### src/design/srcp_pkg.sv
// shared constants, codes, pattern table and types of the command line parser
package srcp_pkg;

    localparam int NUM_VALUES_DEF = 15;
    localparam int SLOT_W         = 4;
    localparam int CHAR_W         = 8;
    localparam int WORD_W         = 32;
    localparam int CMD_W          = 4;
    localparam int DEV_W          = 3;

    // command codes
    localparam logic [CMD_W-1:0] CMD_UNKNOWN  = 4'd0;
    localparam logic [CMD_W-1:0] CMD_CONNMODE = 4'd1;
    localparam logic [CMD_W-1:0] CMD_PROTOCOL = 4'd2;
    localparam logic [CMD_W-1:0] CMD_SET      = 4'd3;
    localparam logic [CMD_W-1:0] CMD_GET      = 4'd4;
    localparam logic [CMD_W-1:0] CMD_WAIT     = 4'd5;
    localparam logic [CMD_W-1:0] CMD_INIT     = 4'd6;
    localparam logic [CMD_W-1:0] CMD_TERM     = 4'd7;
    localparam logic [CMD_W-1:0] CMD_GO       = 4'd8;

    // device codes
    localparam logic [DEV_W-1:0] DEV_NONE  = 3'd0;
    localparam logic [DEV_W-1:0] DEV_POWER = 3'd1;
    localparam logic [DEV_W-1:0] DEV_FB    = 3'd2;
    localparam logic [DEV_W-1:0] DEV_GA    = 3'd3;
    localparam logic [DEV_W-1:0] DEV_GL    = 3'd4;
    localparam logic [DEV_W-1:0] DEV_SM    = 3'd5;
    localparam logic [DEV_W-1:0] DEV_CV    = 3'd6;

    // prefix patterns, the info pattern sits behind the connection mode text
    localparam int NUM_PAT  = 9;
    localparam int PAT_INFO = 8;
    localparam int PAT_OFF [NUM_PAT] = '{0, 0, 0, 0, 0, 0, 0, 0, 24};
    localparam int PAT_LEN [NUM_PAT] = '{23, 17, 3, 3, 4, 4, 4, 2, 4};

    function automatic logic [CHAR_W-1:0] pat_byte(input int i, input logic [5:0] j);
        logic [8*23-1:0] s;
        int              n;
        s = '0;
        n = 1;
        case (i)
            0: begin s = "SET CONNECTIONMODE SRCP"; n = 23; end
            1: begin s = "SET PROTOCOL SRCP";       n = 17; end
            2: begin s = "SET";                     n = 3;  end
            3: begin s = "GET";                     n = 3;  end
            4: begin s = "WAIT";                    n = 4;  end
            5: begin s = "INIT";                    n = 4;  end
            6: begin s = "TERM";                    n = 4;  end
            7: begin s = "GO";                      n = 2;  end
            8: begin s = "INFO";                    n = 4;  end
            default: begin s = '0; n = 1; end
        endcase
        return s[8*(n-1-int'(j)) +: 8];
    endfunction

    // access bundle of the value store
    typedef struct packed {
        logic              clr;
        logic              we;
        logic [SLOT_W-1:0] wa;
        logic [WORD_W-1:0] wd;
        logic              re;
        logic [SLOT_W-1:0] ra;
    } t_store_req;

endpackage

### src/design/srcp_ifs.sv
// handshake interfaces for the character and result channels
interface srcp_in_if;
    logic                        valid;
    logic                        ready;
    logic [srcp_pkg::CHAR_W-1:0] char_code;
    logic                        line_end;
    modport source (output valid, char_code, line_end, input ready);
    modport sink (input valid, char_code, line_end, output ready);
endinterface

interface srcp_out_if;
    logic                               valid;
    logic                               ready;
    logic [srcp_pkg::CMD_W-1:0]         command_code;
    logic [srcp_pkg::DEV_W-1:0]         device_code;
    logic signed [srcp_pkg::WORD_W-1:0] bus_number;
    logic signed [srcp_pkg::WORD_W-1:0] address;
    logic [srcp_pkg::SLOT_W-1:0]        value_index;
    logic signed [srcp_pkg::WORD_W-1:0] value_word;
    logic                               last;
    modport source (output valid, command_code, device_code, bus_number, address,
                    value_index, value_word, last, input ready);
    modport sink (input valid, command_code, device_code, bus_number, address,
                  value_index, value_word, last, output ready);
endinterface

### src/design/srcp_value_store.sv
// value store: one write and one registered read port, entries read zero until written
module srcp_value_store #(
    parameter int NUM_VALUES = srcp_pkg::NUM_VALUES_DEF
) (
    input  logic                        i_clk,
    input  logic                        i_rst_n,
    input  srcp_pkg::t_store_req        i_req,
    output logic [srcp_pkg::WORD_W-1:0] o_rd
);
    localparam int AW = (NUM_VALUES > 1) ? $clog2(NUM_VALUES) : 1;

    logic [srcp_pkg::WORD_W-1:0] r_mem [NUM_VALUES];
    logic [NUM_VALUES-1:0]       r_vld;
    logic [srcp_pkg::WORD_W-1:0] r_rd;
    logic                        r_rv;

    always_ff @(posedge i_clk) begin
        if (!i_rst_n || i_req.clr) begin
            r_vld <= '0;
        end else if (i_req.we) begin
            r_vld[i_req.wa[AW-1:0]] <= 1'b1;
        end
        if (!i_rst_n) begin
            r_rv <= 1'b0;
        end else if (i_req.re) begin
            r_rv <= r_vld[i_req.ra[AW-1:0]];
        end
    end

    always_ff @(posedge i_clk) begin
        if (i_req.we) begin
            r_mem[i_req.wa[AW-1:0]] <= i_req.wd;
        end
        if (i_req.re) begin
            r_rd <= r_mem[i_req.ra[AW-1:0]];
        end
    end

    assign o_rd = r_rv ? r_rd : '0;

endmodule

### src/design/srcp_command_parser.sv
// command line parser: prefix classification, set/get scanning and result emission
//
//  channel   | dir | payload                                             | taken when
//  i_line    | in  | char_code, line_end                                 | valid & ready
//  o_result  | out | command_code, device_code, bus_number, address,     | valid & ready
//            |     | value_index, value_word, last                       |
//
// a character is taken whenever valid meets ready while a line is open; the
// final character moves to a state that closes the last token and classifies
// the line; the NUM_VALUES results then leave one by one, each read through the
// registered store port before the next read, and input waits until all are read
// synchronous active-low reset; the value store is emptied through its valid
// bits at reset and after each line, with no clearing pass
// a stalled result holds in the output register while the next read waits
module srcp_command_parser #(
    parameter int NUM_VALUES = srcp_pkg::NUM_VALUES_DEF
) (
    input  logic        i_clk,
    input  logic        i_rst_n,
    srcp_in_if.sink     i_line,
    srcp_out_if.source  o_result
);
    localparam int NF_STARTED = 0;
    localparam int NF_NEG     = 1;
    localparam int NF_DIGIT   = 2;

    typedef enum logic [2:0] {
        PH_SKIP0, PH_BUS, PH_DEV, PH_ADDR, PH_SMDEV, PH_VAL, PH_DONE
    } t_phase;

    // on/off matcher for the word after the device
    typedef enum logic [2:0] {
        ON_IDLE, ON_WAIT, ON_O, ON_HIT, ON_MISS
    } t_on;

    typedef enum logic [1:0] {
        ST_RUN, ST_FIN, ST_EMIT
    } t_ctl;

    typedef struct packed {
        t_phase                          ph;
        logic [39:0]                     tok;
        logic [2:0]                      tlen;
        logic [srcp_pkg::WORD_W-1:0]     acc;
        logic [2:0]                      nf;
        logic [srcp_pkg::SLOT_W-1:0]     slot;
        logic [srcp_pkg::WORD_W-1:0]     bus;
        logic [srcp_pkg::WORD_W-1:0]     addr;
        logic [srcp_pkg::DEV_W-1:0]      dev;
    } t_scan;

    typedef struct packed {
        t_scan                       s;
        logic                        cons;
        logic                        we;
        logic [srcp_pkg::SLOT_W-1:0] wa;
        logic [srcp_pkg::WORD_W-1:0] wd;
        logic                        arm;
    } t_step;

    localparam t_scan SCAN_INIT = '0;

    function automatic logic f_ws(input logic [7:0] c);
        return (c == 8'h20) || (c >= 8'h09 && c <= 8'h0D);
    endfunction

    function automatic logic [7:0] f_up(input logic [7:0] c);
        return (c >= "a" && c <= "z") ? c - 8'd32 : c;
    endfunction

    // token bytes are stored first character in the low byte
    function automatic logic [srcp_pkg::DEV_W-1:0] f_token_device(input logic [39:0] tok,
                                                                  input logic [2:0] tlen);
        logic [srcp_pkg::DEV_W-1:0] d;
        d = srcp_pkg::DEV_NONE;
        if (tlen >= 3'd5 && tok == "REWOP")              d = srcp_pkg::DEV_POWER;
        else if (tlen >= 3'd2 && tok[15:0] == "BF")      d = srcp_pkg::DEV_FB;
        else if (tlen >= 3'd2 && tok[15:0] == "AG")      d = srcp_pkg::DEV_GA;
        else if (tlen >= 3'd2 && tok[15:0] == "LG")      d = srcp_pkg::DEV_GL;
        else if (tlen >= 3'd2 && tok[15:0] == "MS")      d = srcp_pkg::DEV_SM;
        else if (tlen >= 3'd2 && tok[15:0] == "VC")      d = srcp_pkg::DEV_CV;
        return d;
    endfunction

    function automatic t_scan f_enter(input t_scan s, input t_phase ph);
        t_scan r;
        r      = s;
        r.ph   = ph;
        r.nf   = '0;
        r.acc  = '0;
        r.tok  = '0;
        r.tlen = '0;
        return r;
    endfunction

    function automatic t_step f_end_word(input t_scan s);
        t_step                      r;
        logic [srcp_pkg::DEV_W-1:0] d;
        r      = '0;
        r.s    = s;
        r.cons = 1'b1;
        d      = f_token_device(s.tok, s.tlen);
        case (s.ph)
            PH_SKIP0: r.s = f_enter(s, PH_BUS);
            PH_DEV: begin
                r.s.dev = d;
                r.arm   = 1'b1;
                r.s     = f_enter(r.s, PH_ADDR);
            end
            default: begin
                // sm target device goes to slot zero
                r.we     = 1'b1;
                r.wa     = '0;
                r.wd     = {{(srcp_pkg::WORD_W-srcp_pkg::DEV_W){1'b0}}, d};
                r.s.slot = 4'd1;
                r.s      = f_enter(r.s, PH_VAL);
            end
        endcase
        return r;
    endfunction

    function automatic t_step f_end_number(input t_scan s);
        t_step                       r;
        logic [srcp_pkg::WORD_W-1:0] v;
        logic [srcp_pkg::SLOT_W-1:0] lim;
        r   = '0;
        r.s = s;
        // saturate to the signed 32-bit range
        if (s.nf[NF_NEG]) v = (s.acc >= 32'h8000_0000) ? 32'h8000_0000 : 32'd0 - s.acc;
        else              v = (s.acc > 32'h7FFF_FFFF) ? 32'h7FFF_FFFF : s.acc;
        lim = (s.dev == srcp_pkg::DEV_SM) ? 4'd3 : srcp_pkg::SLOT_W'(NUM_VALUES);
        case (s.ph)
            PH_BUS: begin
                r.s.bus = v;
                r.s     = f_enter(r.s, PH_DEV);
            end
            PH_ADDR: begin
                r.s.addr = v;
                if (s.dev == srcp_pkg::DEV_POWER)   r.s = f_enter(r.s, PH_DONE);
                else if (s.dev == srcp_pkg::DEV_SM) r.s = f_enter(r.s, PH_SMDEV);
                else begin
                    r.s.slot = '0;
                    r.s      = f_enter(r.s, PH_VAL);
                end
            end
            default: begin
                if (s.slot < lim) begin
                    r.we = 1'b1;
                    r.wa = s.slot;
                    r.wd = v;
                end
                r.s.slot = s.slot + 4'd1;
                r.s      = f_enter(r.s, (s.slot + 4'd1 >= lim) ? PH_DONE : PH_VAL);
            end
        endcase
        return r;
    endfunction

    // one pass of the scanner over a character; cons low asks for a second pass
    function automatic t_step f_scan(input t_scan s, input logic [7:0] c);
        t_step       r;
        logic [35:0] m;
        logic        dig;
        r      = '0;
        r.s    = s;
        r.cons = 1'b1;
        m      = '0;
        dig    = (c >= "0" && c <= "9");
        if (s.ph == PH_DONE) begin
            r.cons = 1'b1;
        end else if (s.ph == PH_SKIP0 || s.ph == PH_DEV || s.ph == PH_SMDEV) begin
            if (!s.nf[NF_STARTED] && f_ws(c)) begin
                r.cons = 1'b1;
            end else if (s.nf[NF_STARTED] && f_ws(c)) begin
                r = f_end_word(s);
            end else begin
                r.s.nf[NF_STARTED] = 1'b1;
                if (s.tlen < 3'd5) begin
                    r.s.tok[8*s.tlen +: 8] = f_up(c);
                    r.s.tlen               = s.tlen + 3'd1;
                end
            end
        end else if (dig) begin
            m = {4'b0, s.acc} * 36'd10 + {32'b0, c[3:0]};
            r.s.acc          = (m > 36'h0_8000_0000) ? 32'h8000_0000 : m[31:0];
            r.s.nf[NF_STARTED] = 1'b1;
            r.s.nf[NF_DIGIT]   = 1'b1;
        end else if (!s.nf[NF_STARTED]) begin
            if (f_ws(c)) begin
                r.cons = 1'b1;
            end else if (c == "+" || c == "-") begin
                r.s.nf             = '0;
                r.s.nf[NF_STARTED] = 1'b1;
                r.s.nf[NF_NEG]     = (c == "-");
            end else begin
                r.s = f_enter(s, PH_DONE);
            end
        end else if (s.nf[NF_DIGIT]) begin
            r      = f_end_number(s);
            r.cons = 1'b0;
        end else begin
            r.s = f_enter(s, PH_DONE);
        end
        return r;
    endfunction

    function automatic logic f_matched(input logic [8:0] pm, input logic [5:0] pos, input int i);
        return pm[i] && (int'(pos) >= srcp_pkg::PAT_OFF[i] + srcp_pkg::PAT_LEN[i]);
    endfunction

    // line state
    t_scan                        r_s, n_s;
    logic [5:0]                   r_pos, n_pos;
    logic [8:0]                   r_pm, n_pm;
    t_on                          r_on, n_on;
    logic                         r_ended, n_ended;
    t_ctl                         r_ctl, n_ctl;
    logic [srcp_pkg::CMD_W-1:0]   r_cmd, n_cmd;
    logic                         r_info, n_info;
    logic                         r_ond, n_ond;
    // emission
    logic [srcp_pkg::SLOT_W-1:0]  r_k, n_k;
    logic                         r_pend, n_pend;
    logic [srcp_pkg::SLOT_W-1:0]  r_pk, n_pk;
    // output register
    logic                         r_ovalid, n_ovalid;
    logic [srcp_pkg::CMD_W-1:0]   r_ocmd, n_ocmd;
    logic [srcp_pkg::DEV_W-1:0]   r_odev, n_odev;
    logic [srcp_pkg::WORD_W-1:0]  r_obus, n_obus;
    logic [srcp_pkg::WORD_W-1:0]  r_oaddr, n_oaddr;
    logic [srcp_pkg::SLOT_W-1:0]  r_oidx, n_oidx;
    logic [srcp_pkg::WORD_W-1:0]  r_oval, n_oval;
    logic                         r_olast, n_olast;

    srcp_pkg::t_store_req         st_req;
    logic [srcp_pkg::WORD_W-1:0]  st_rd;
    t_step                        step1, step2, fin;
    logic                         in_acc;
    logic [7:0]                   c_in;
    logic [7:0]                   u_in;
    logic                         setget;

    assign in_acc = i_line.valid && i_line.ready;
    assign c_in   = i_line.char_code;
    assign u_in   = f_up(c_in);
    assign setget = (r_cmd == srcp_pkg::CMD_SET) || (r_cmd == srcp_pkg::CMD_GET);

    always_comb begin
        n_s      = r_s;
        n_pos    = r_pos;
        n_pm     = r_pm;
        n_on     = r_on;
        n_ended  = r_ended;
        n_ctl    = r_ctl;
        n_cmd    = r_cmd;
        n_info   = r_info;
        n_ond    = r_ond;
        n_k      = r_k;
        n_pend   = r_pend;
        n_pk     = r_pk;
        n_ovalid = r_ovalid && !o_result.ready;
        n_ocmd   = r_ocmd;
        n_odev   = r_odev;
        n_obus   = r_obus;
        n_oaddr  = r_oaddr;
        n_oidx   = r_oidx;
        n_oval   = r_oval;
        n_olast  = r_olast;
        st_req   = '0;
        step1    = '0;
        step2    = '0;
        fin      = '0;
        case (r_ctl)
            ST_RUN: begin
                if (in_acc) begin
                    if (!r_ended) begin
                        if (c_in == 8'd0) begin
                            // nul ends the text of the line
                            n_ended = 1'b1;
                        end else begin
                            for (int i = 0; i < srcp_pkg::NUM_PAT; i++) begin
                                if (int'(r_pos) >= srcp_pkg::PAT_OFF[i] &&
                                    int'(r_pos) < srcp_pkg::PAT_OFF[i] + srcp_pkg::PAT_LEN[i]) begin
                                    if (u_in != srcp_pkg::pat_byte(i,
                                            6'(int'(r_pos) - srcp_pkg::PAT_OFF[i]))) begin
                                        n_pm[i] = 1'b0;
                                    end
                                end
                            end
                            case (r_on)
                                ON_WAIT: n_on = f_ws(c_in) ? ON_WAIT
                                              : ((u_in == "O") ? ON_O : ON_MISS);
                                ON_O:    n_on = (u_in == "N") ? ON_HIT : ON_MISS;
                                default: n_on = r_on;
                            endcase
                            // a number ended by this character is closed, then the
                            // character is scanned again in the new phase
                            step1 = f_scan(r_s, c_in);
                            if (!step1.cons) begin
                                step2    = f_scan(step1.s, c_in);
                                step1.s  = step2.s;
                                if (step2.we) begin
                                    step1.we = 1'b1;
                                    step1.wa = step2.wa;
                                    step1.wd = step2.wd;
                                end
                                step1.arm = step1.arm || step2.arm;
                            end
                            n_s       = step1.s;
                            st_req.we = step1.we;
                            st_req.wa = step1.wa;
                            st_req.wd = step1.wd;
                            if (step1.arm) n_on = ON_WAIT;
                            if (r_pos < 6'd63) n_pos = r_pos + 6'd1;
                        end
                    end
                    if (i_line.line_end) n_ctl = ST_FIN;
                end
            end
            ST_FIN: begin
                // close the open token, classify the line
                if (r_s.ph == PH_SKIP0 || r_s.ph == PH_DEV || r_s.ph == PH_SMDEV) begin
                    if (r_s.nf[NF_STARTED]) fin = f_end_word(r_s);
                    else fin.s = r_s;
                end else if (r_s.ph != PH_DONE && r_s.nf[NF_DIGIT]) begin
                    fin = f_end_number(r_s);
                end else begin
                    fin.s = r_s;
                end
                n_s       = fin.s;
                st_req.we = fin.we;
                st_req.wa = fin.wa;
                st_req.wd = fin.wd;
                if (f_matched(r_pm, r_pos, 0))      n_cmd = srcp_pkg::CMD_CONNMODE;
                else if (f_matched(r_pm, r_pos, 1)) n_cmd = srcp_pkg::CMD_PROTOCOL;
                else if (f_matched(r_pm, r_pos, 2)) n_cmd = srcp_pkg::CMD_SET;
                else if (f_matched(r_pm, r_pos, 3)) n_cmd = srcp_pkg::CMD_GET;
                else if (f_matched(r_pm, r_pos, 4)) n_cmd = srcp_pkg::CMD_WAIT;
                else if (f_matched(r_pm, r_pos, 5)) n_cmd = srcp_pkg::CMD_INIT;
                else if (f_matched(r_pm, r_pos, 6)) n_cmd = srcp_pkg::CMD_TERM;
                else if (f_matched(r_pm, r_pos, 7)) n_cmd = srcp_pkg::CMD_GO;
                else                                n_cmd = srcp_pkg::CMD_UNKNOWN;
                n_info = f_matched(r_pm, r_pos, srcp_pkg::PAT_INFO);
                n_ond  = (r_on == ON_HIT);
                n_k    = '0;
                n_pend = 1'b0;
                n_ctl  = ST_EMIT;
            end
            ST_EMIT: begin
                if (r_pend) begin
                    // read data has landed, output register is free by construction
                    n_ovalid = 1'b1;
                    n_ocmd   = r_cmd;
                    n_odev   = setget ? r_s.dev : srcp_pkg::DEV_NONE;
                    n_obus   = setget ? r_s.bus : '0;
                    n_oaddr  = setget ? r_s.addr : '0;
                    n_oidx   = r_pk;
                    n_olast  = (r_pk == srcp_pkg::SLOT_W'(NUM_VALUES - 1));
                    n_oval   = '0;
                    case (r_cmd)
                        srcp_pkg::CMD_CONNMODE: begin
                            if (r_pk == '0) n_oval = {{(srcp_pkg::WORD_W-1){1'b0}}, r_info};
                        end
                        srcp_pkg::CMD_SET: begin
                            if (r_s.dev == srcp_pkg::DEV_POWER) begin
                                if (r_pk == '0) n_oval = {{(srcp_pkg::WORD_W-1){1'b0}}, r_ond};
                            end else if (r_s.dev == srcp_pkg::DEV_SM) begin
                                if (r_pk < 4'd3) n_oval = st_rd;
                            end else begin
                                n_oval = st_rd;
                            end
                        end
                        srcp_pkg::CMD_GET: begin
                            if (r_s.dev == srcp_pkg::DEV_SM && r_pk < 4'd2) n_oval = st_rd;
                        end
                        default: n_oval = '0;
                    endcase
                    n_pend = 1'b0;
                    if (r_pk == srcp_pkg::SLOT_W'(NUM_VALUES - 1)) begin
                        // line done: back to start-of-line state
                        n_s        = SCAN_INIT;
                        n_pos      = '0;
                        n_pm       = '1;
                        n_on       = ON_IDLE;
                        n_ended    = 1'b0;
                        n_cmd      = srcp_pkg::CMD_UNKNOWN;
                        n_ctl      = ST_RUN;
                        st_req.clr = 1'b1;
                    end
                end else if (r_k < srcp_pkg::SLOT_W'(NUM_VALUES) &&
                             (!r_ovalid || o_result.ready)) begin
                    st_req.re = 1'b1;
                    st_req.ra = r_k;
                    n_pk      = r_k;
                    n_k       = r_k + 4'd1;
                    n_pend    = 1'b1;
                end
            end
            default: n_ctl = ST_RUN;
        endcase
    end

    always_ff @(posedge i_clk) begin
        if (!i_rst_n) begin
            r_s      <= SCAN_INIT;
            r_pos    <= '0;
            r_pm     <= '1;
            r_on     <= ON_IDLE;
            r_ended  <= 1'b0;
            r_ctl    <= ST_RUN;
            r_cmd    <= srcp_pkg::CMD_UNKNOWN;
            r_info   <= 1'b0;
            r_ond    <= 1'b0;
            r_k      <= '0;
            r_pend   <= 1'b0;
            r_ovalid <= 1'b0;
        end else begin
            r_s      <= n_s;
            r_pos    <= n_pos;
            r_pm     <= n_pm;
            r_on     <= n_on;
            r_ended  <= n_ended;
            r_ctl    <= n_ctl;
            r_cmd    <= n_cmd;
            r_info   <= n_info;
            r_ond    <= n_ond;
            r_k      <= n_k;
            r_pend   <= n_pend;
            r_ovalid <= n_ovalid;
        end
        r_pk    <= n_pk;
        r_ocmd  <= n_ocmd;
        r_odev  <= n_odev;
        r_obus  <= n_obus;
        r_oaddr <= n_oaddr;
        r_oidx  <= n_oidx;
        r_oval  <= n_oval;
        r_olast <= n_olast;
    end

    srcp_value_store #(
        .NUM_VALUES (NUM_VALUES)
    ) u_store (
        .i_clk   (i_clk),
        .i_rst_n (i_rst_n),
        .i_req   (st_req),
        .o_rd    (st_rd)
    );

    assign i_line.ready          = (r_ctl == ST_RUN);
    assign o_result.valid        = r_ovalid;
    assign o_result.command_code = r_ocmd;
    assign o_result.device_code  = r_odev;
    assign o_result.bus_number   = r_obus;
    assign o_result.address      = r_oaddr;
    assign o_result.value_index  = r_oidx;
    assign o_result.value_word   = r_oval;
    assign o_result.last         = r_olast;

    // final character of a line closes the input for the next cycle
    a_line_close: assert property (@(posedge i_clk) disable iff (!i_rst_n)
        (in_acc && i_line.line_end) |=> !i_line.ready)
        else $error("input still open after final character");

    // a pending store read always lands in the output register
    a_read_lands: assert property (@(posedge i_clk) disable iff (!i_rst_n)
        r_pend |=> r_ovalid)
        else $error("store read data dropped");

    // value slot never runs past the store depth
    a_slot_range: assert property (@(posedge i_clk) disable iff (!i_rst_n)
        r_s.slot <= srcp_pkg::SLOT_W'(NUM_VALUES))
        else $error("value slot out of range");

endmodule
### src/flat_wrapper.sv
// flat-port wrapper written by rule: the top's interface ports become plain ports
module srcp_command_parser_flat 
#(
    parameter int NUM_VALUES = srcp_pkg::NUM_VALUES_DEF
)
  (i_clk, i_rst_n, i_line_valid, i_line_char_code, i_line_line_end, i_line_ready, o_result_valid, o_result_command_code, o_result_device_code, o_result_bus_number, o_result_address, o_result_value_index, o_result_value_word, o_result_last, o_result_ready);
  srcp_in_if i_line_i ();
  srcp_out_if o_result_i ();
  input  logic i_clk;
  input  logic i_rst_n;
  input wire logic [$bits(i_line_i.valid)-1:0] i_line_valid;
  input wire logic [$bits(i_line_i.char_code)-1:0] i_line_char_code;
  input wire logic [$bits(i_line_i.line_end)-1:0] i_line_line_end;
  output wire logic [$bits(i_line_i.ready)-1:0] i_line_ready;
  output wire logic [$bits(o_result_i.valid)-1:0] o_result_valid;
  output wire logic [$bits(o_result_i.command_code)-1:0] o_result_command_code;
  output wire logic [$bits(o_result_i.device_code)-1:0] o_result_device_code;
  output wire logic [$bits(o_result_i.bus_number)-1:0] o_result_bus_number;
  output wire logic [$bits(o_result_i.address)-1:0] o_result_address;
  output wire logic [$bits(o_result_i.value_index)-1:0] o_result_value_index;
  output wire logic [$bits(o_result_i.value_word)-1:0] o_result_value_word;
  output wire logic [$bits(o_result_i.last)-1:0] o_result_last;
  input wire logic [$bits(o_result_i.ready)-1:0] o_result_ready;
  assign i_line_i.valid = i_line_valid;
  assign i_line_i.char_code = i_line_char_code;
  assign i_line_i.line_end = i_line_line_end;
  assign i_line_ready = i_line_i.ready;
  assign o_result_valid = o_result_i.valid;
  assign o_result_command_code = o_result_i.command_code;
  assign o_result_device_code = o_result_i.device_code;
  assign o_result_bus_number = o_result_i.bus_number;
  assign o_result_address = o_result_i.address;
  assign o_result_value_index = o_result_i.value_index;
  assign o_result_value_word = o_result_i.value_word;
  assign o_result_last = o_result_i.last;
  assign o_result_i.ready = o_result_ready;
  srcp_command_parser #(.NUM_VALUES(NUM_VALUES)) u_core (.i_clk(i_clk), .i_rst_n(i_rst_n), .i_line(i_line_i), .o_result(o_result_i));
endmodule
### config.mk
export PLATFORM = sky130hd
export DESIGN_NAME = srcp_command_parser_flat
export DESIGN_NICKNAME = d
export VERILOG_FILES = /design/src/design/srcp_pkg.sv /design/src/design/srcp_ifs.sv /design/src/design/srcp_value_store.sv /design/src/design/srcp_command_parser.sv /design/src/flat_wrapper.sv
export SDC_FILE = /design/constraint.sdc
export NUM_CORES = 2
export LEC_CHECK = 0
export BUFFER_PORTS_ARGS = -buffer_cell sky130_fd_sc_hd__buf_2
export CAP_MARGIN = 20
export CORE_ASPECT_RATIO = 1.25
export CORE_MARGIN = 5
export CORE_UTILIZATION = 40
export CTS_CLUSTER_DIAMETER = 50
export CTS_CLUSTER_SIZE = 28
export DETAILED_ROUTE_END_ITERATION = 8
export PLACE_DENSITY = 0.62
export SLEW_MARGIN = 10
export SYNTH_ARGS = -nofsm -noshare
export SYNTH_HDL_FRONTEND = slang
export SYNTH_HIERARCHICAL = 1
export SYNTH_SLANG_ARGS = --single-unit
### constraint.sdc
create_clock -name i_clk -period 8.2 [get_ports i_clk]
set_clock_uncertainty 0.15 [all_clocks]
set_input_delay 1.23 -clock i_clk [delete_from_list [all_inputs] [get_ports i_clk]]
set_output_delay 1.23 -clock i_clk [all_outputs]
set_load 0.01 [all_outputs]
== Word-level counts from Yosys, hierarchy flattened ==
Memories as Yosys holds them, arrays and structs flattened. A register that Yosys moved wholly into a read port is not among the register bits.
Cells that the tools add are included.

* Flip-flop bits (word level): 313
* Memory bits (writable): 480
* Output and inout port bits: 110
* Word-level logic and storage cells: 623
* Memories: 1

{| class="wikitable"
|+ Memory list
! name !! depth !! width !! read ports !! clocked after memory_dff !! write ports !! RTL line !! text
|-
| u_core.u_store.r_mem || 15 || 32 || 1 || 1 || 1 || srcp_value_store.sv:12 || <nowiki>logic [srcp_pkg::WORD_W-1:0] r_mem [NUM_VALUES];</nowiki>
|}

* Add/sub/neg operators: 26
* $mul: 2
* $lt $le $gt $ge: 42
* Equality and inequality tests: 92
* Shifts and indexed selects: 13
* Muxes and demuxes: 321
* Bitwise logic cells: 2
* Reductions and logical operators: 85

{| class="wikitable"
|+ Operators with widths
! cell !! number
|-
| 2-to-1 mux 184 bit || 45
|-
| 2-to-1 mux 152 bit || 23
|-
| case mux 152 bit (2 select lines) || 6
|-
| variable part select 184 x 32 -> 8 bit || 9
|-
| 2-to-1 mux 29 bit || 30
|-
| 2-to-1 mux 38 bit || 21
|-
| 2-to-1 mux 32 bit || 22
|-
| 2-to-1 mux 191 bit || 3
|-
| 2-to-1 mux 37 bit || 13
|-
| case mux 152 bit (3 select lines) || 1
|-
| 2-to-1 mux 150 bit || 3
|-
| 2-to-1 mux 110 bit || 4
|-
| 2-to-1 mux 153 bit || 2
|-
| subtractor 29 x 2 -> 29 bit, second input constant || 6
|-
| subtractor 29 x 7 -> 29 bit || 6
|-
| 2-to-1 mux 43 bit || 4
|-
| == test 16 x 15 -> 1 bit, second input constant || 10
|-
| 2-to-1 mux 78 bit || 2
|-
| 2-to-1 mux 39 bit || 3
|-
| case mux 32 bit (3 select lines) || 1
|-
| 2-to-1 mux 3 bit || 31
|-
| 2-to-1 mux 46 bit || 2
|-
| bitwise mux 40 bit || 2
|-
| == test 40 x 39 -> 1 bit, second input constant || 2
|-
| other kinds (92) || 332
|}

== Logic depth before layout (Yosys ltp) ==
* Depth in word-level cells: 58
* Gate-level depth with buffers: 18
* Mapped depth without buffers: 16

== Cells and area by module ==
Netlist, hierarchy kept.

{| class="wikitable"
|+ Modules (own cells, without submodules)
! module !! instances !! cells an instance !! area each (sq um)
|-
| srcp_command_parser || 1 || 2610 || 20851.2
|-
| srcp_value_store || 1 || 878 || 20028.0
|}

== Least setup slack after synthesis ==
Ideal clock, no wire load.

* Path kind: input to register
* From: in i_line_char_code[3]
* To: mem u_core/u_store/r_mem[0][0] (netlist bit) (enable)
* Library setup time: 0.463 ns
* Arrival time: 6.401 ns
* Setup slack: 1.186 ns
* Cell stages on the path: 13
* Path through: clkbuf_1 > nor4_1 > a32oi_1 > or4b_2 > clkbuf_1 > nand4_1 > o21ai_0 > nand2b_1 > clkbuf_1 > clkbuf_1 > nor2_1 > or3b_1 > nor3_1

{| class="wikitable"
|+ RTL lines
! item !! RTL line !! text
|-
| start: declaration || flat_wrapper.sv:12 || <nowiki>input wire logic [$bits(i_line_i.char_code)-1:0] i_line_char_code;</nowiki>
|-
| end: declaration || srcp_value_store.sv:12 ||
|}

== Worst setup path after layout ==
* From: reg u_core/r_s[76] (netlist bit)
* To: reg u_core/r_s[84] (netlist bit)

* Cells in the longest elaborated chain, start to end: 23

{| class="wikitable"
|+ RTL lines
! item !! RTL line !! text
|-
| start: declaration || srcp_command_parser.sv:212 || <nowiki>t_scan r_s, n_s;</nowiki>
|-
| start signal: assignment || srcp_command_parser.sv:418 || <nowiki>r_s <= n_s;</nowiki>
|-
| multiplier 32 x 3 -> 35 bit || srcp_command_parser.sv:184 || <nowiki>m = {4'b0, s.acc} * 36'd10 + {32'b0, c[3:0]};</nowiki>
|-
| adder 36 x 4 -> 36 bit || srcp_command_parser.sv:184 ||
|-
| > comparator 36 x 32 -> 1 bit || srcp_command_parser.sv:185 || <nowiki>r.s.acc = (m > 36'h0_8000_0000) ? 32'h8000_0000 : m[31:0];</nowiki>
|-
| 2-to-1 mux 32 bit || srcp_command_parser.sv:185 ||
|-
| 2-to-1 mux 33 bit || srcp_command_parser.sv:183 || <nowiki>end else if (dig) begin</nowiki>
|-
| 2-to-1 mux 191 bit || srcp_command_parser.sv:171 || <nowiki>end else if (s.ph == PH_SKIP0 || s.ph == PH_DEV || s.ph == PH_SMDEV) begin</nowiki>
|-
| 2-to-1 mux 152 bit * || srcp_command_parser.sv:169 || <nowiki>if (s.ph == PH_DONE) begin</nowiki>
|-
| 2-to-1 mux 152 bit * || srcp_command_parser.sv:277 || <nowiki>if (c_in == 8'd0) begin</nowiki>
|-
| [... 7 more ...] || n/a ||
|-
| 2-to-1 mux 33 bit || srcp_command_parser.sv:183 ||
|-
| 2-to-1 mux 191 bit || srcp_command_parser.sv:171 ||
|-
| 2-to-1 mux 152 bit || srcp_command_parser.sv:169 ||
|-
| 2-to-1 mux 152 bit * || srcp_command_parser.sv:299 || <nowiki>if (!step1.cons) begin</nowiki>
|-
| 2-to-1 mux 152 bit * || srcp_command_parser.sv:277 ||
|-
| 2-to-1 mux 152 bit * || srcp_command_parser.sv:276 || <nowiki>if (!r_ended) begin</nowiki>
|-
| 2-to-1 mux 152 bit * || srcp_command_parser.sv:275 || <nowiki>if (in_acc) begin</nowiki>
|-
| case mux 152 bit (3 select lines) * || srcp_command_parser.sv:273 || <nowiki>case (r_ctl)</nowiki>
|}

Every way passes the cells marked *; elsewhere a longest branch is shown, timed or not. The select of a mux whose other input is x is not followed.
A chain may end at the register's enable or synchronous reset.

==> results.md <==
* DR pass1 iterations at 8
* Sw power at 2.36 mW
* Leak at 16.1 nW
* Power Internal at 6.74 mW
* Max clock buf depth at 3
* Num Clock Sinks at 825
* Endpoint class of the critical path: register
* Reg2reg start: u_core/r_s[76]$_SDFFE_PN0P_
* Relative slew slack at 26.5%
* Initial antenna violation count at 7
* Post-CTS sizing at 0
* Yosys cell types at 99
* Max_cap viols at 0
* Post-layout minimum cycle time at 6.41 ns
* Part of the cycle the worst path needs at 78.2%
* Worst EP required at 8.62 ns
* Commonest cells in the netlist: 624 x edfxtp_1, 352 x nor2_1, 303 x nand2_1
* Post-Syn Area at 40900 sq um
* Die Footprint at 109000 sq um
* Share of the synthesized area in the top cell type at 45.8%
* Combinational share of power at 7.1%
* Min-Delay Path Class: reg2reg
* Top-count cell post-synth: edfxtp_1
* Status: complete, no violations
* CP cell instances: ha_1 -> ha_1 -> inv_1 -> fa_1 -> nand2b_1 -> a211o_1 -> a2111oi_4 -> or3_1 -> nand4_1 -> nor4_1 -> nand4_1 -> or3b_1 -> a2111oi_4 -> o211ai_2 -> buf_4 -> o31ai_2
* Fmax achieved at 156 MHz
* Core ar. at 102000 sq um
* Ratio of cells with drive above 1 in the final layout at 15.4%
* PortBufs at 122
* # H-tree levels at 3
* Nets at 3662
* Post-placement cell area at 43000 sq um
* DRC at 0
* Slowest-stage cell, CP: nor4_1
* Post-CTS Setup Inserts at 0
* Number of CTS-inserted buffers at 79
* Final wirelength at 108000 um
* Initial Util at 40.2%
* Worst Hold Launch: u_core/u_store/r_vld[11]$_SDFFE_PP0P_
* Final setup fails at 0
* Largest net degree at the start of global routing at 79
* Clock power share at 43.5%
* Measured slew at the worst slew-check pin at 1.10 ns
* Crit-path max cell delay at 0.95 ns
* Iter 0 DRT Violations at 2770
* RePlAce Congestion at 0.905
* Die Y at 367 um
* Top cells by area, synth: edfxtp_1 46%, dfxtp_1 9.8%, mux4_2 6.7%, nor2_1 3.2%, ha_1 3.2%
* Design Area, Final at 46000 sq um
* Post-synth EDFFs at 624
* Chip width at 296 um
* Post-DR vias/cell at 5.77
* CP max FO at 18
* Yosys warns at 6
* Synth Area per Inst at 11.7 sq um
* Hold depth at 1
* Clk_lat worst skew at 0.68 ns
* Flops & latches, synth at 825
* R2R Path End: u_core/r_s[84]$_SDFFE_PN0P_
* Ys flop type: edfxtp_1
* Total number of vias at 28.5k
* Register area share after synthesis at 55.7%
* Reg2Reg Setup Slack at 1.79 ns
* Max IR drop VDD at 0.162 mV
* Clock transition at the registers of the reported paths at 0.06 ns
* Switching Fraction at 25.9%
* Setup TNS at 0 ns
* Root Driver: clkbuf_16
* Syn Nets at 3607
* First-pass GRT wire length at 166000 um
* Tot Pwr at 9.10 mW
* PwrDens at 198 nW/um^2
* Rows at 131
* Total gr overflow at 0
* Reg2reg path depth at 16
* Number of primary I/O pins at 123
* Worst Path Arrival at 6.83 ns
* Area delta synth->final at 12.5%
* Vias in the first global route at 27.5k
* CTS tree: done
* Cts hold-fix bufs at 0
* DP HPWL at 71500 um
* Synthesized instance count at 3488
* Yosys top cell by area: edfxtp_1
* Worst hold endpoint: u_core/u_store/r_vld[11]$_SDFFE_PP0P_
* Seq pwr share at 49.4%
* Fin. Hold Viols at 0
* Number of routed nets with antenna violations at 0
* Slew Limit Fails at 0
* Crit Path Category: reg2reg
* WL/cell at 21.8 um
* Post-layout util at 45.2%
* GR Util All Layers at 19.4%
* Ys async rst share at 0%
* RSZ-0062 raised after global routing: false
* Filler cells at 9179
* Startpoint Class: register
worst max-delay path by stage:
stage	from	end	depth (start not counted)
after floorplan	i_line_char_code[3]	u_core/u_store/r_mem[0][0]$_DFFE_PP_	13
after global placement	i_line_char_code[1]	u_core/r_s[84]$_SDFFE_PN0P_	17
after detailed placement	i_line_char_code[1]	u_core/r_s[88]$_SDFFE_PN0P_	17
after CTS	u_core/r_s[77]$_SDFFE_PN0P_	u_core/r_s[84]$_SDFFE_PN0P_	15
after global routing	u_core/r_s[76]$_SDFFE_PN0P_	u_core/r_s[92]$_SDFFE_PN0P_	16
final	u_core/r_s[76]$_SDFFE_PN0P_	u_core/r_s[84]$_SDFFE_PN0P_	16
area by class of cell:
class	count	area (sq um)	area share (%)
timing repair buffer	205	1320	2.88
multi-input combinational	2370	17100	37.1
clock buffer	86	2040	4.45
antenna	6	15.0	0.0327
tap	1330	1660	3.62
sequential	825	22800	49.5
inverter	62	235	0.512
clock inverter	61	855	1.86
state kept, by name, indices dropped and copies added, names as in the netlist:
name,cells
u_core/r_pend,1
u_core/o_result.address,32
u_core/r_ctl,2
u_core/u_store/r_vld,15
u_core/r_ond,1
u_core/u_store/r_rv,1
u_core/r_info,1
u_core/r_pos,6
u_core/o_result.value_index,4
u_core/r_s,152
u_core/o_result.device_code,3
u_core/o_result.command_code,4
u_core/r_on,3
u_core/r_pk,4
u_core/r_pm,9
u_core/o_result.bus_number,32
u_core/o_result.valid,1
u_core/u_store/r_mem,480
u_core/r_ended,1
u_core/u_store/r_rd,32
u_core/o_result.value_word,32
u_core/o_result.last,1
u_core/r_k,4
u_core/r_cmd,4
layout by cell type (no fill, tap or decap), drive strengths merged, types with 18 or more instances in the layout:
cell type,count
o31ai,38
mux4,131
a31oi,25
clkbuf,87
nand3,69
buf,204
nor3,68
nor2b,35
or3,35
o21ai,201
clkinv,26
xnor2,60
a221oi,21
and3,22
nand2,303
o21a,27
nor4,27
edfxtp,624
and2,162
xor2,38
a22o,18
a21oi,198
nor2,352
nand4,35
dfxtp,201
a22oi,46
ha,104
o211ai,24
mux2i,52
a21o,22
nand2b,22
inv,90
power groups by stage:
stage	logic, mW	registers [mW]	clock network (mW)
after global placement	0.630	4.59	0
after floorplan	0.476	4.57	0
final	0.649	4.50	3.96
after detailed placement	0.637	4.59	0
after global routing	0.717	4.50	4.24
after CTS	0.639	4.50	4.05
stage by stage:
| step | instances | hold slack [ns] | setup WS [ns] |
|---|---|---|---|
| 5_1_grt | 4942 | 0.329 | 1.42 |
| 3_5_place_dp | 4782 | 0.298 | 1.35 |
| 2_1_floorplan | 3488 | 0.285 | 1.19 |
| 6_report | 4945 | 0.312 | 1.79 |
| 4_1_cts | 4929 | 0.315 | 1.89 |
| 3_3_place_gp | 4776 | 0.291 | 1.38 |
cell families (layout without fill, tap and decap cells):
logic type | after synthesis | after routing | synth area share (%)
DFF | 825 | 825 | 55.7
AOI/OAI and AO/OA | 768 | 768 | 12.6
muxes | 185 | 185 | 8.64
buffers and inverters | 293 | 414 | 2.94
adders and majority gates | 106 | 106 | 3.28
and+or+nand+nor | 1213 | 1213 | 14.7
other | 0 | 6 | 0
xor gates and xnor gates | 98 | 98 | 2.14
layer usage:
layer,vias up,global-route usage [%],share of wire (%)
met2,902,31.6,48
met1,14100,26.9,43
met4,2,6.25,3.1
met5,-,0,0.0093
li1,13300,-,-
met3,191,2.88,5.9
worst max-delay path, delay by kind of cell, from the launching register on:
family          cells  cell delay (ns)
simple gates        6             2.31
buf+inv             2             0.43
flops               1             0.60
compound gates      5             2.00
fa+ha+maj           3             0.80
(Power assumes the default switching activity.)
